===== config.mk =====
export PLATFORM = sky130hd
export DESIGN_NAME = z_score_normalizer
export DESIGN_NICKNAME = d
export VERILOG_FILES = /design/src/sv/zsn_pkg.sv /design/src/sv/z_score_normalizer.sv /design/src/sv/zsn_front.sv /design/src/sv/zsn_job_queue.sv /design/src/sv/zsn_back.sv
export VERILOG_INCLUDE_DIRS = /design/src /design/src/sv
export SDC_FILE = /design/constraint.sdc
export NUM_CORES = 2
export LEC_CHECK = 0
export ABC_CLOCK_PERIOD_IN_PS = 22300
export BUFFER_PORTS_ARGS = -buffer_cell sky130_fd_sc_hd__buf_2
export CORE_MARGIN = 2
export CORE_UTILIZATION = 40
export CTS_CLUSTER_DIAMETER = 30
export DETAILED_ROUTE_END_ITERATION = 10
export HOLD_SLACK_MARGIN = 0.15
export PLACE_DENSITY = 0.56
export SLEW_MARGIN = 20
export SYNTH_ARGS = -nofsm -noshare
export SYNTH_HDL_FRONTEND = slang
export SYNTH_HIERARCHICAL = 1
export SYNTH_SLANG_ARGS = --single-unit

===== constraint.sdc =====
create_clock -name clock -period 22.3 [get_ports clock]
set_input_delay 0 -clock clock [delete_from_list [all_inputs] [get_ports clock]]
set_output_delay 0 -clock clock [all_outputs]
set_load 0.02 [all_outputs]

===== src/sv/assert_macros.svh =====
// Assertion helpers used by the RTL
`ifndef ASSERT_MACROS_SVH
`define ASSERT_MACROS_SVH

// Same-cycle implication, disabled in reset
`define ZSN_ASSERT_IMPL(lbl, clk, rst, ante, cons) \
   lbl: assert property (@(posedge clk) disable iff (rst) (ante) |-> (cons)) \
      else $error("zsn check failed");

// Next-cycle implication, disabled in reset
`define ZSN_ASSERT_NEXT(lbl, clk, rst, ante, cons) \
   lbl: assert property (@(posedge clk) disable iff (rst) (ante) |=> (cons)) \
      else $error("zsn check failed");

`endif


===== src/sv/zsn_pkg.sv =====
`default_nettype none
package zsn_pkg;

   localparam int MAX_LEN  = 64;
   localparam int IDX_W    = $clog2(MAX_LEN);
   localparam int CNT_W    = $clog2(MAX_LEN + 1);
   localparam int SAMP_W   = 16;
   localparam int SUM_W    = 22;
   localparam int OUT_W    = 16;
   localparam int FRAC_SH  = 12;
   // n*x - S
   localparam int D_W      = SUM_W + 1;
   localparam int SQ_W     = 2 * D_W;
   localparam int Q_W      = SQ_W + IDX_W;
   localparam int QN_RAW_W = Q_W + CNT_W;
   localparam int QN_W     = QN_RAW_W + (QN_RAW_W % 2);
   localparam int ROOT_W   = QN_W / 2;
   localparam int RS_W     = ROOT_W + 2;
   localparam int DN_W     = D_W + CNT_W;
   localparam int NUM_W    = DN_W + FRAC_SH;
   localparam int ITER_W   = $clog2(NUM_W + 1);
   localparam int MAX_POS  = 32767;
   localparam int MIN_MAG  = 32768;

   typedef struct packed {
      logic signed [SAMP_W-1:0] sample_value;
      logic                     last_sample;
   } req_type;

   typedef struct packed {
      logic signed [OUT_W-1:0] normalized_value;
      logic                    last_result;
      logic                    overflowed;
   } rsp_type;

   typedef struct packed {
      logic [CNT_W-1:0]        n;
      logic signed [SUM_W-1:0] sum;
      logic                    ovf;
   } job_type;

   typedef struct packed {
      logic                     en;
      logic [IDX_W-1:0]         addr;
      logic signed [SAMP_W-1:0] data;
   } mem_wr_type;

   typedef struct packed {
      logic active;
      logic emitting;
   } back_status_type;

   typedef enum logic [3:0] {
      BK_IDLE,
      BK_P1_RD,
      BK_P1_D,
      BK_P1_SQ,
      BK_P1_ACC,
      BK_QN,
      BK_SQRT,
      BK_P2_RD,
      BK_P2_D,
      BK_P2_NUM,
      BK_DIV,
      BK_OUT
   } back_state_type;

endpackage
`default_nettype wire


===== src/sv/z_score_normalizer.sv =====
`default_nettype none
// Channel   Ports                          Handshake
// input     start, busy, req_word          taken when start && !busy
// result    rsp_valid, rsp_word            one-cycle strobe, cannot be held off
//
// Loading takes one word per cycle while busy is low. A word marked last closes
// the series; busy then stays high while the back end normalizes the n stored
// samples: it takes the job, runs the variance pass (read, deviation, square,
// accumulate per sample), forms Q*n, runs the bit-serial square root, and runs
// the output pass per sample (read, deviation, scale, 42 shift-subtract divide
// steps, emit). With zero deviation the divide steps are skipped.
// Reset is synchronous and clears the counters, queue and sequencer.
module z_score_normalizer import zsn_pkg::*; (
   input  wire logic    clock,
   input  wire logic    reset,
   input  wire logic    start,
   output logic         busy,
   input  wire req_type req_word,
   output logic         rsp_valid,
   output rsp_type      rsp_word
);

   mem_wr_type      mem_wr;
   logic            job_push, job_pop, q_empty;
   job_type         job_word, job_head;
   back_status_type status;
   logic            accept;

   // hold input while a series waits or is being normalized
   assign busy   = !q_empty || status.active;
   assign accept = start && !busy;

   zsn_front u_front (
      .clock    (clock),
      .reset    (reset),
      .accept   (accept),
      .req_word (req_word),
      .mem_wr   (mem_wr),
      .job_push (job_push),
      .job_word (job_word)
   );

   zsn_job_queue u_queue (
      .clock     (clock),
      .reset     (reset),
      .push      (job_push),
      .push_word (job_word),
      .pop       (job_pop),
      .head_word (job_head),
      .empty     (q_empty)
   );

   zsn_back u_back (
      .clock     (clock),
      .reset     (reset),
      .mem_wr    (mem_wr),
      .job_ready (!q_empty),
      .job_head  (job_head),
      .job_pop   (job_pop),
      .status    (status),
      .rsp_valid (rsp_valid),
      .rsp_word  (rsp_word)
   );

endmodule
`default_nettype wire


===== src/sv/zsn_front.sv =====
`default_nettype none
module zsn_front import zsn_pkg::*; (
   input  wire logic       clock,
   input  wire logic       reset,
   input  wire logic       accept,
   input  wire req_type    req_word,
   output mem_wr_type      mem_wr,
   output logic            job_push,
   output job_type         job_word
);

   logic [CNT_W-1:0]        count_ff, count_in;
   logic signed [SUM_W-1:0] total_ff, total_in;
   logic                    ovf_ff, ovf_in;
   logic [CNT_W-1:0]        count_nx;
   logic signed [SUM_W-1:0] total_nx;
   logic                    ovf_nx;
   logic                    room;

   // store the word when there is room, flag a drop otherwise
   always_comb begin
      room     = (count_ff < CNT_W'(MAX_LEN));
      count_nx = count_ff;
      total_nx = total_ff;
      ovf_nx   = ovf_ff;
      if (room) begin
         count_nx = count_ff + CNT_W'(1);
         total_nx = total_ff + SUM_W'(req_word.sample_value);
      end else begin
         ovf_nx = 1'b1;
      end
      mem_wr.en   = accept && room;
      mem_wr.addr = count_ff[IDX_W-1:0];
      mem_wr.data = req_word.sample_value;
      job_push    = accept && req_word.last_sample;
      job_word.n   = count_nx;
      job_word.sum = total_nx;
      job_word.ovf = ovf_nx;
      count_in = count_ff;
      total_in = total_ff;
      ovf_in   = ovf_ff;
      if (accept) begin
         if (req_word.last_sample) begin
            count_in = '0;
            total_in = '0;
            ovf_in   = 1'b0;
         end else begin
            count_in = count_nx;
            total_in = total_nx;
            ovf_in   = ovf_nx;
         end
      end
   end

   always_ff @(posedge clock) begin
      if (reset) begin
         count_ff <= '0;
         total_ff <= '0;
         ovf_ff   <= 1'b0;
      end else begin
         count_ff <= count_in;
         total_ff <= total_in;
         ovf_ff   <= ovf_in;
      end
   end

endmodule
`default_nettype wire


===== src/sv/zsn_job_queue.sv =====
`default_nettype none
module zsn_job_queue import zsn_pkg::*; (
   input  wire logic    clock,
   input  wire logic    reset,
   input  wire logic    push,
   input  wire job_type push_word,
   input  wire logic    pop,
   output job_type      head_word,
   output logic         empty
);

   job_type    slot_ff [2];
   logic       wr_ptr_ff, wr_ptr_in;
   logic       rd_ptr_ff, rd_ptr_in;
   logic [1:0] fill_ff, fill_in;
   logic       do_push, do_pop;

   // two-entry FIFO of finished series
   always_comb begin
      empty     = (fill_ff == 2'd0);
      do_push   = push && (fill_ff != 2'd2);
      do_pop    = pop && !empty;
      head_word = slot_ff[rd_ptr_ff];
      wr_ptr_in = do_push ? !wr_ptr_ff : wr_ptr_ff;
      rd_ptr_in = do_pop ? !rd_ptr_ff : rd_ptr_ff;
      fill_in   = fill_ff + 2'(do_push) - 2'(do_pop);
   end

   always_ff @(posedge clock) begin
      if (do_push) slot_ff[wr_ptr_ff] <= push_word;
   end

   always_ff @(posedge clock) begin
      if (reset) begin
         wr_ptr_ff <= 1'b0;
         rd_ptr_ff <= 1'b0;
         fill_ff   <= 2'd0;
      end else begin
         wr_ptr_ff <= wr_ptr_in;
         rd_ptr_ff <= rd_ptr_in;
         fill_ff   <= fill_in;
      end
   end

endmodule
`default_nettype wire


===== src/sv/zsn_back.sv =====
`default_nettype none
module zsn_back import zsn_pkg::*; (
   input  wire logic       clock,
   input  wire logic       reset,
   input  wire mem_wr_type mem_wr,
   input  wire logic       job_ready,
   input  wire job_type    job_head,
   output logic            job_pop,
   output back_status_type status,
   output logic            rsp_valid,
   output rsp_type         rsp_word
);
`include "assert_macros.svh"

   logic signed [SAMP_W-1:0] mem [MAX_LEN];
   logic signed [SAMP_W-1:0] rd_data_ff;
   logic [IDX_W-1:0]         rd_addr;

   back_state_type           state_ff, state_in;
   job_type                  job_ff, job_in;
   logic [CNT_W-1:0]         idx_ff, idx_in;
   logic signed [D_W-1:0]    d_ff, d_in;
   logic [SQ_W-1:0]          sq_ff, sq_in;
   logic [Q_W-1:0]           q_ff, q_in;
   logic [QN_W-1:0]          v_ff, v_in;
   logic [RS_W-1:0]          srem_ff, srem_in;
   logic [ROOT_W-1:0]        root_ff, root_in;
   logic [ITER_W-1:0]        iter_ff, iter_in;
   logic [NUM_W-1:0]         num_ff, num_in;
   logic                     neg_ff, neg_in;
   logic [ROOT_W:0]          drem_ff, drem_in;

   logic signed [D_W-1:0]    d_calc;
   logic signed [DN_W-1:0]   dn_calc;
   logic [DN_W-1:0]          dn_mag;
   logic [RS_W-1:0]          s_cat, s_trial;
   logic [ROOT_W:0]          d_cat;
   logic                     last_idx;
   logic signed [OUT_W-1:0]  z_val;

   // sample memory: written by the front, read one word a cycle
   assign rd_addr = idx_ff[IDX_W-1:0];
   always_ff @(posedge clock) begin
      if (mem_wr.en) mem[mem_wr.addr] <= mem_wr.data;
      rd_data_ff <= mem[rd_addr];
   end

   // datapath terms
   always_comb begin
      d_calc  = D_W'($signed({1'b0, job_ff.n}) * rd_data_ff) - D_W'(job_ff.sum);
      dn_calc = DN_W'(d_ff * $signed({1'b0, job_ff.n}));
      dn_mag  = dn_calc[DN_W-1] ? DN_W'(-dn_calc) : DN_W'(dn_calc);
      s_cat   = {srem_ff[RS_W-3:0], v_ff[QN_W-1 -: 2]};
      s_trial = {root_ff, 2'b01};
      d_cat   = {drem_ff[ROOT_W-1:0], num_ff[NUM_W-1]};
      last_idx = (idx_ff == job_ff.n - CNT_W'(1));
      // zero when the root is zero, else clamp quotient magnitude, apply sign
      if (root_ff == '0) begin
         z_val = '0;
      end else if (neg_ff) begin
         if (num_ff > NUM_W'(MIN_MAG)) z_val = OUT_W'(-MIN_MAG);
         else                          z_val = OUT_W'(-num_ff);
      end else begin
         if (num_ff > NUM_W'(MAX_POS)) z_val = OUT_W'(MAX_POS);
         else                          z_val = OUT_W'(num_ff);
      end
   end

   // sequencer: variance pass, root, then per-sample divide
   always_comb begin
      state_in = state_ff;
      job_in   = job_ff;
      idx_in   = idx_ff;
      d_in     = d_ff;
      sq_in    = sq_ff;
      q_in     = q_ff;
      v_in     = v_ff;
      srem_in  = srem_ff;
      root_in  = root_ff;
      iter_in  = iter_ff;
      num_in   = num_ff;
      neg_in   = neg_ff;
      drem_in  = drem_ff;
      job_pop  = 1'b0;
      rsp_valid = 1'b0;
      rsp_word.normalized_value = z_val;
      rsp_word.last_result      = last_idx;
      rsp_word.overflowed       = job_ff.ovf;
      case (state_ff)
         BK_IDLE: begin
            if (job_ready) begin
               job_pop  = 1'b1;
               job_in   = job_head;
               idx_in   = '0;
               q_in     = '0;
               state_in = BK_P1_RD;
            end
         end
         BK_P1_RD:  state_in = BK_P1_D;
         BK_P1_D: begin
            d_in     = d_calc;
            state_in = BK_P1_SQ;
         end
         BK_P1_SQ: begin
            sq_in    = SQ_W'(d_ff * d_ff);
            state_in = BK_P1_ACC;
         end
         BK_P1_ACC: begin
            q_in = q_ff + Q_W'(sq_ff);
            if (last_idx) begin
               state_in = BK_QN;
            end else begin
               idx_in   = idx_ff + CNT_W'(1);
               state_in = BK_P1_RD;
            end
         end
         BK_QN: begin
            v_in     = QN_W'(q_ff * job_ff.n);
            srem_in  = '0;
            root_in  = '0;
            iter_in  = '0;
            state_in = BK_SQRT;
         end
         BK_SQRT: begin
            v_in = {v_ff[QN_W-3:0], 2'b00};
            if (s_cat >= s_trial) begin
               srem_in = s_cat - s_trial;
               root_in = {root_ff[ROOT_W-2:0], 1'b1};
            end else begin
               srem_in = s_cat;
               root_in = {root_ff[ROOT_W-2:0], 1'b0};
            end
            iter_in = iter_ff + ITER_W'(1);
            if (iter_ff == ITER_W'(ROOT_W - 1)) begin
               idx_in   = '0;
               state_in = BK_P2_RD;
            end
         end
         BK_P2_RD:  state_in = BK_P2_D;
         BK_P2_D: begin
            d_in     = d_calc;
            state_in = BK_P2_NUM;
         end
         BK_P2_NUM: begin
            neg_in   = dn_calc[DN_W-1];
            num_in   = {dn_mag, {FRAC_SH{1'b0}}};
            drem_in  = '0;
            iter_in  = '0;
            state_in = (root_ff == '0) ? BK_OUT : BK_DIV;
         end
         BK_DIV: begin
            if (d_cat >= {1'b0, root_ff}) begin
               drem_in = d_cat - {1'b0, root_ff};
               num_in  = {num_ff[NUM_W-2:0], 1'b1};
            end else begin
               drem_in = d_cat;
               num_in  = {num_ff[NUM_W-2:0], 1'b0};
            end
            iter_in = iter_ff + ITER_W'(1);
            if (iter_ff == ITER_W'(NUM_W - 1)) state_in = BK_OUT;
         end
         BK_OUT: begin
            rsp_valid = 1'b1;
            if (last_idx) begin
               state_in = BK_IDLE;
            end else begin
               idx_in   = idx_ff + CNT_W'(1);
               state_in = BK_P2_RD;
            end
         end
         default: state_in = BK_IDLE;
      endcase
      status.active   = (state_ff != BK_IDLE);
      status.emitting = rsp_valid;
   end

   always_ff @(posedge clock) begin
      if (reset) state_ff <= BK_IDLE;
      else       state_ff <= state_in;
   end

   always_ff @(posedge clock) begin
      job_ff  <= job_in;
      idx_ff  <= idx_in;
      d_ff    <= d_in;
      sq_ff   <= sq_in;
      q_ff    <= q_in;
      v_ff    <= v_in;
      srem_ff <= srem_in;
      root_ff <= root_in;
      iter_ff <= iter_in;
      num_ff  <= num_in;
      neg_ff  <= neg_in;
      drem_ff <= drem_in;
   end

   // checks
   `ZSN_ASSERT_IMPL(a_div_nonzero, clock, reset, state_ff == BK_DIV, root_ff != '0)
   `ZSN_ASSERT_NEXT(a_last_ends, clock, reset, rsp_valid && rsp_word.last_result, state_ff == BK_IDLE)
   `ZSN_ASSERT_IMPL(a_idx_in_range, clock, reset, state_ff != BK_IDLE, idx_ff < job_ff.n)
   `ZSN_ASSERT_IMPL(a_no_write_busy, clock, reset, mem_wr.en, state_ff == BK_IDLE)

endmodule
`default_nettype wire


==> reports/results.tsv <==
stage	metric	value	unit
cells_and_area	areaGrowthSynthToFinish	14.8	%
timing	min_period_over_period	36.9	%
clock_tree	clk_pin_slew_worst_paths	0.05	ns
cells_and_area	n_fill_cell	22900	
min_path	hp-class	input pin to flop	
floorplan	die_x	513	um
worst_setup_path	crit_fanout	18	
global_route	grt.overflow.total	0	
clock_tree	cts_buffer_depth	4	
route	viasPerCell	5.31	
clock_tree	cts_max_level	5	
logic_synthesis	synth_nets	9817	
logic_synthesis	netlist_area	104000	um2
place	pre_cts_slack	14.01	ns
route	wirelength	260000	um
timing	fin_crit	8.22	ns
timing	hold_ws	0.247	ns
timing	maxSlewHeadroom	17.0	%
global_route	antenna_found_initial	12	
floorplan	io_pins	40	
worst_setup_path	cp-start-kind	flop	
logic_synthesis	yosysWarnings	6	
global_route	busiest_layer	met2	
floorplan	start_util	40.3	%
worst_setup_path	crit_path_end_kind	flop	
timing	setup_ws	14.08	ns
floorplan	dieArea	263000	um2
floorplan	dieHeight	513	um
floorplan	coreArea	257000	um2
place	place.gp.congestion	0.892	
min_path	min_path_cells	5	
global_route	grt.total_usage	19.8	%
global_route	use_met1	26.3	%
route	wl_per_cell	21.3	um
global_route	grt_max_degree	117	
route	drc	0	
clock_tree	post_cts_resize_count	0	
timing	timing.fmax	0.122	GHz
cells_and_area	final_net_count	10000	
route	first_pass_iters	5	
route	drtAntennaViolNets	0	
timing	slew_viol_final	0	
worst_setup_path	crit_required	22.86	ns
place	numPlacedInstances	11600	
place	dp_hpwl	180000	um
logic_synthesis	synth_cells	8352	
run_status	status	finished, final reports clean	
timing	rsz0062_at_grt	no	
clock_tree	cts_root_buffer	clkbuf_16	
floorplan	row_count	186	
clock_tree	cts.sinks	1495	
timing	tightest_slew	1.21	ns
timing	fin_setup_tns	0	ns
global_route	first_global_vias	69100	
clock_tree	tritoncts	done	
global_route	grtUsageMet2	33.0	%
worst_setup_path	ff2ff_path_depth	24	
job	cap_violations	0	
route	first_iter_violations	4313	
place	io_buffers	39	
cells_and_area	drive_gt1_share	12.8	%
route	vias	64700	
cells_and_area	stdcell_count	12200	
clock_tree	clk_latency	0.88	ns
clock_tree	cts-buffers-inserted	323	
timing	setup_viol	0	
global_route	use_met3	2.98	%
worst_setup_path	arrival	8.78	ns
worst_setup_path	path_class	flop to flop	
timing	hold_viol	0	
global_route	grt_pass1_wl	404000	um
timing	finClkSkew	0.0801	ns
logic_synthesis	syn_avg_cell_area	12.4	um2
## what timing repair did
| item | in CTS | in global routing |
|---|---|---|
| hold buffers | 25 | 0 |
| hold endpoints to repair | 1069 | 0 |
| setup buffers | 0 | 0 |
| setup endpoints to repair | 0 | 0 |
## sequential cells by signal, indices dropped and copies added (netlist names), 30 cells and up, named ones only
signal / flops
u_queue/slot_ff: 60
u_back/v_ff: 60
u_back/drem_ff: 30
u_back/sq_ff: 45
u_back/root_ff: 30
u_back/num_ff: 42
u_back/srem_ff: 30
u_back/mem: 1024
u_back/q_ff: 52
## per-stage QoR
step	cell area (um2)	util, %
5_1_grt	119000	46.2
2_1_floorplan	104000	-
6_report	119000	46.2
3_5_place_dp	108000	41.9
3_3_place_gp	108000	41.9
4_1_cts	119000	46.2
## placed cells by master, fill, tap and decap left out, types with 48 or more instances in the layout
cell / n
edfxtp_1: 1440
inv_1: 1202
fa_1: 992
nand2_1: 796
ha_1: 453
nor2_1: 452
and2_1: 395
mux4_2: 336
a21oi_1: 333
clkbuf_16: 327
xnor2_1: 202
o21ai_0: 179
buf_4: 152
a21o_1: 129
xor2_1: 97
nand3_1: 81
nor3_1: 65
nor2b_1: 59
dfxtp_1: 55
mux2i_1: 51
clkinv_2: 50
o21a_1: 48
## worst paths after layout
check                                          start                   end  slack (ns)
worst min-delay path                     req_word[0]  u_front/total_ff[12]        0.25
worst max register to register        u_back/d_ff[7]      u_back/sq_ff[45]       14.08
worst max-delay path                  u_back/d_ff[7]      u_back/sq_ff[45]       14.08
worst min register to register  u_front/total_ff[14]  u_front/total_ff[14]        0.48
## routing by layer
layer	vias up	part of all wire (%)
met5	-	0
met4	0	3.2
met3	414	5.2
met2	1718	48
met1	33400	44
li1	29200	-
## final cells by class
type / instances / area, um2 / share of cell area [%]
tap: 3384 / 4230 / 3.56
antenna: 5 / 12.5 / 0.0105
clock inverter: 212 / 2490 / 2.09
multi-input combinational: 5302 / 53400 / 44.9
inverter: 1203 / 4520 / 3.80
clock buffer: 371 / 8360 / 7.03
timing repair buffer: 217 / 1610 / 1.35
sequential: 1495 / 44300 / 37.3
## worst max-delay path, stage by stage, from the launching register on
cell	delay, ns
edfxtp_1	0.60
buf_4	0.37
nand2_1	0.12
fa_1	0.62
inv_1	0.08
fa_1	0.51
inv_1	0.05
fa_1	0.47
inv_1	0.05
fa_1	0.50
inv_1	0.05
fa_1	0.53
inv_1	0.05
fa_1	0.49
fa_1	0.43
ha_1	0.36
a21o_1	0.18
a21oi_1	0.26
o2111ai_1	0.18
a21oi_1	0.54
o21ai_0	0.38
a311oi_1	0.63
o21ai_0	0.17
a21oi_1	0.21
xnor2_1	0.10
Power is not shown: default switching activity piles up to over one toggle a cycle in this logic, so the estimate is an artifact.
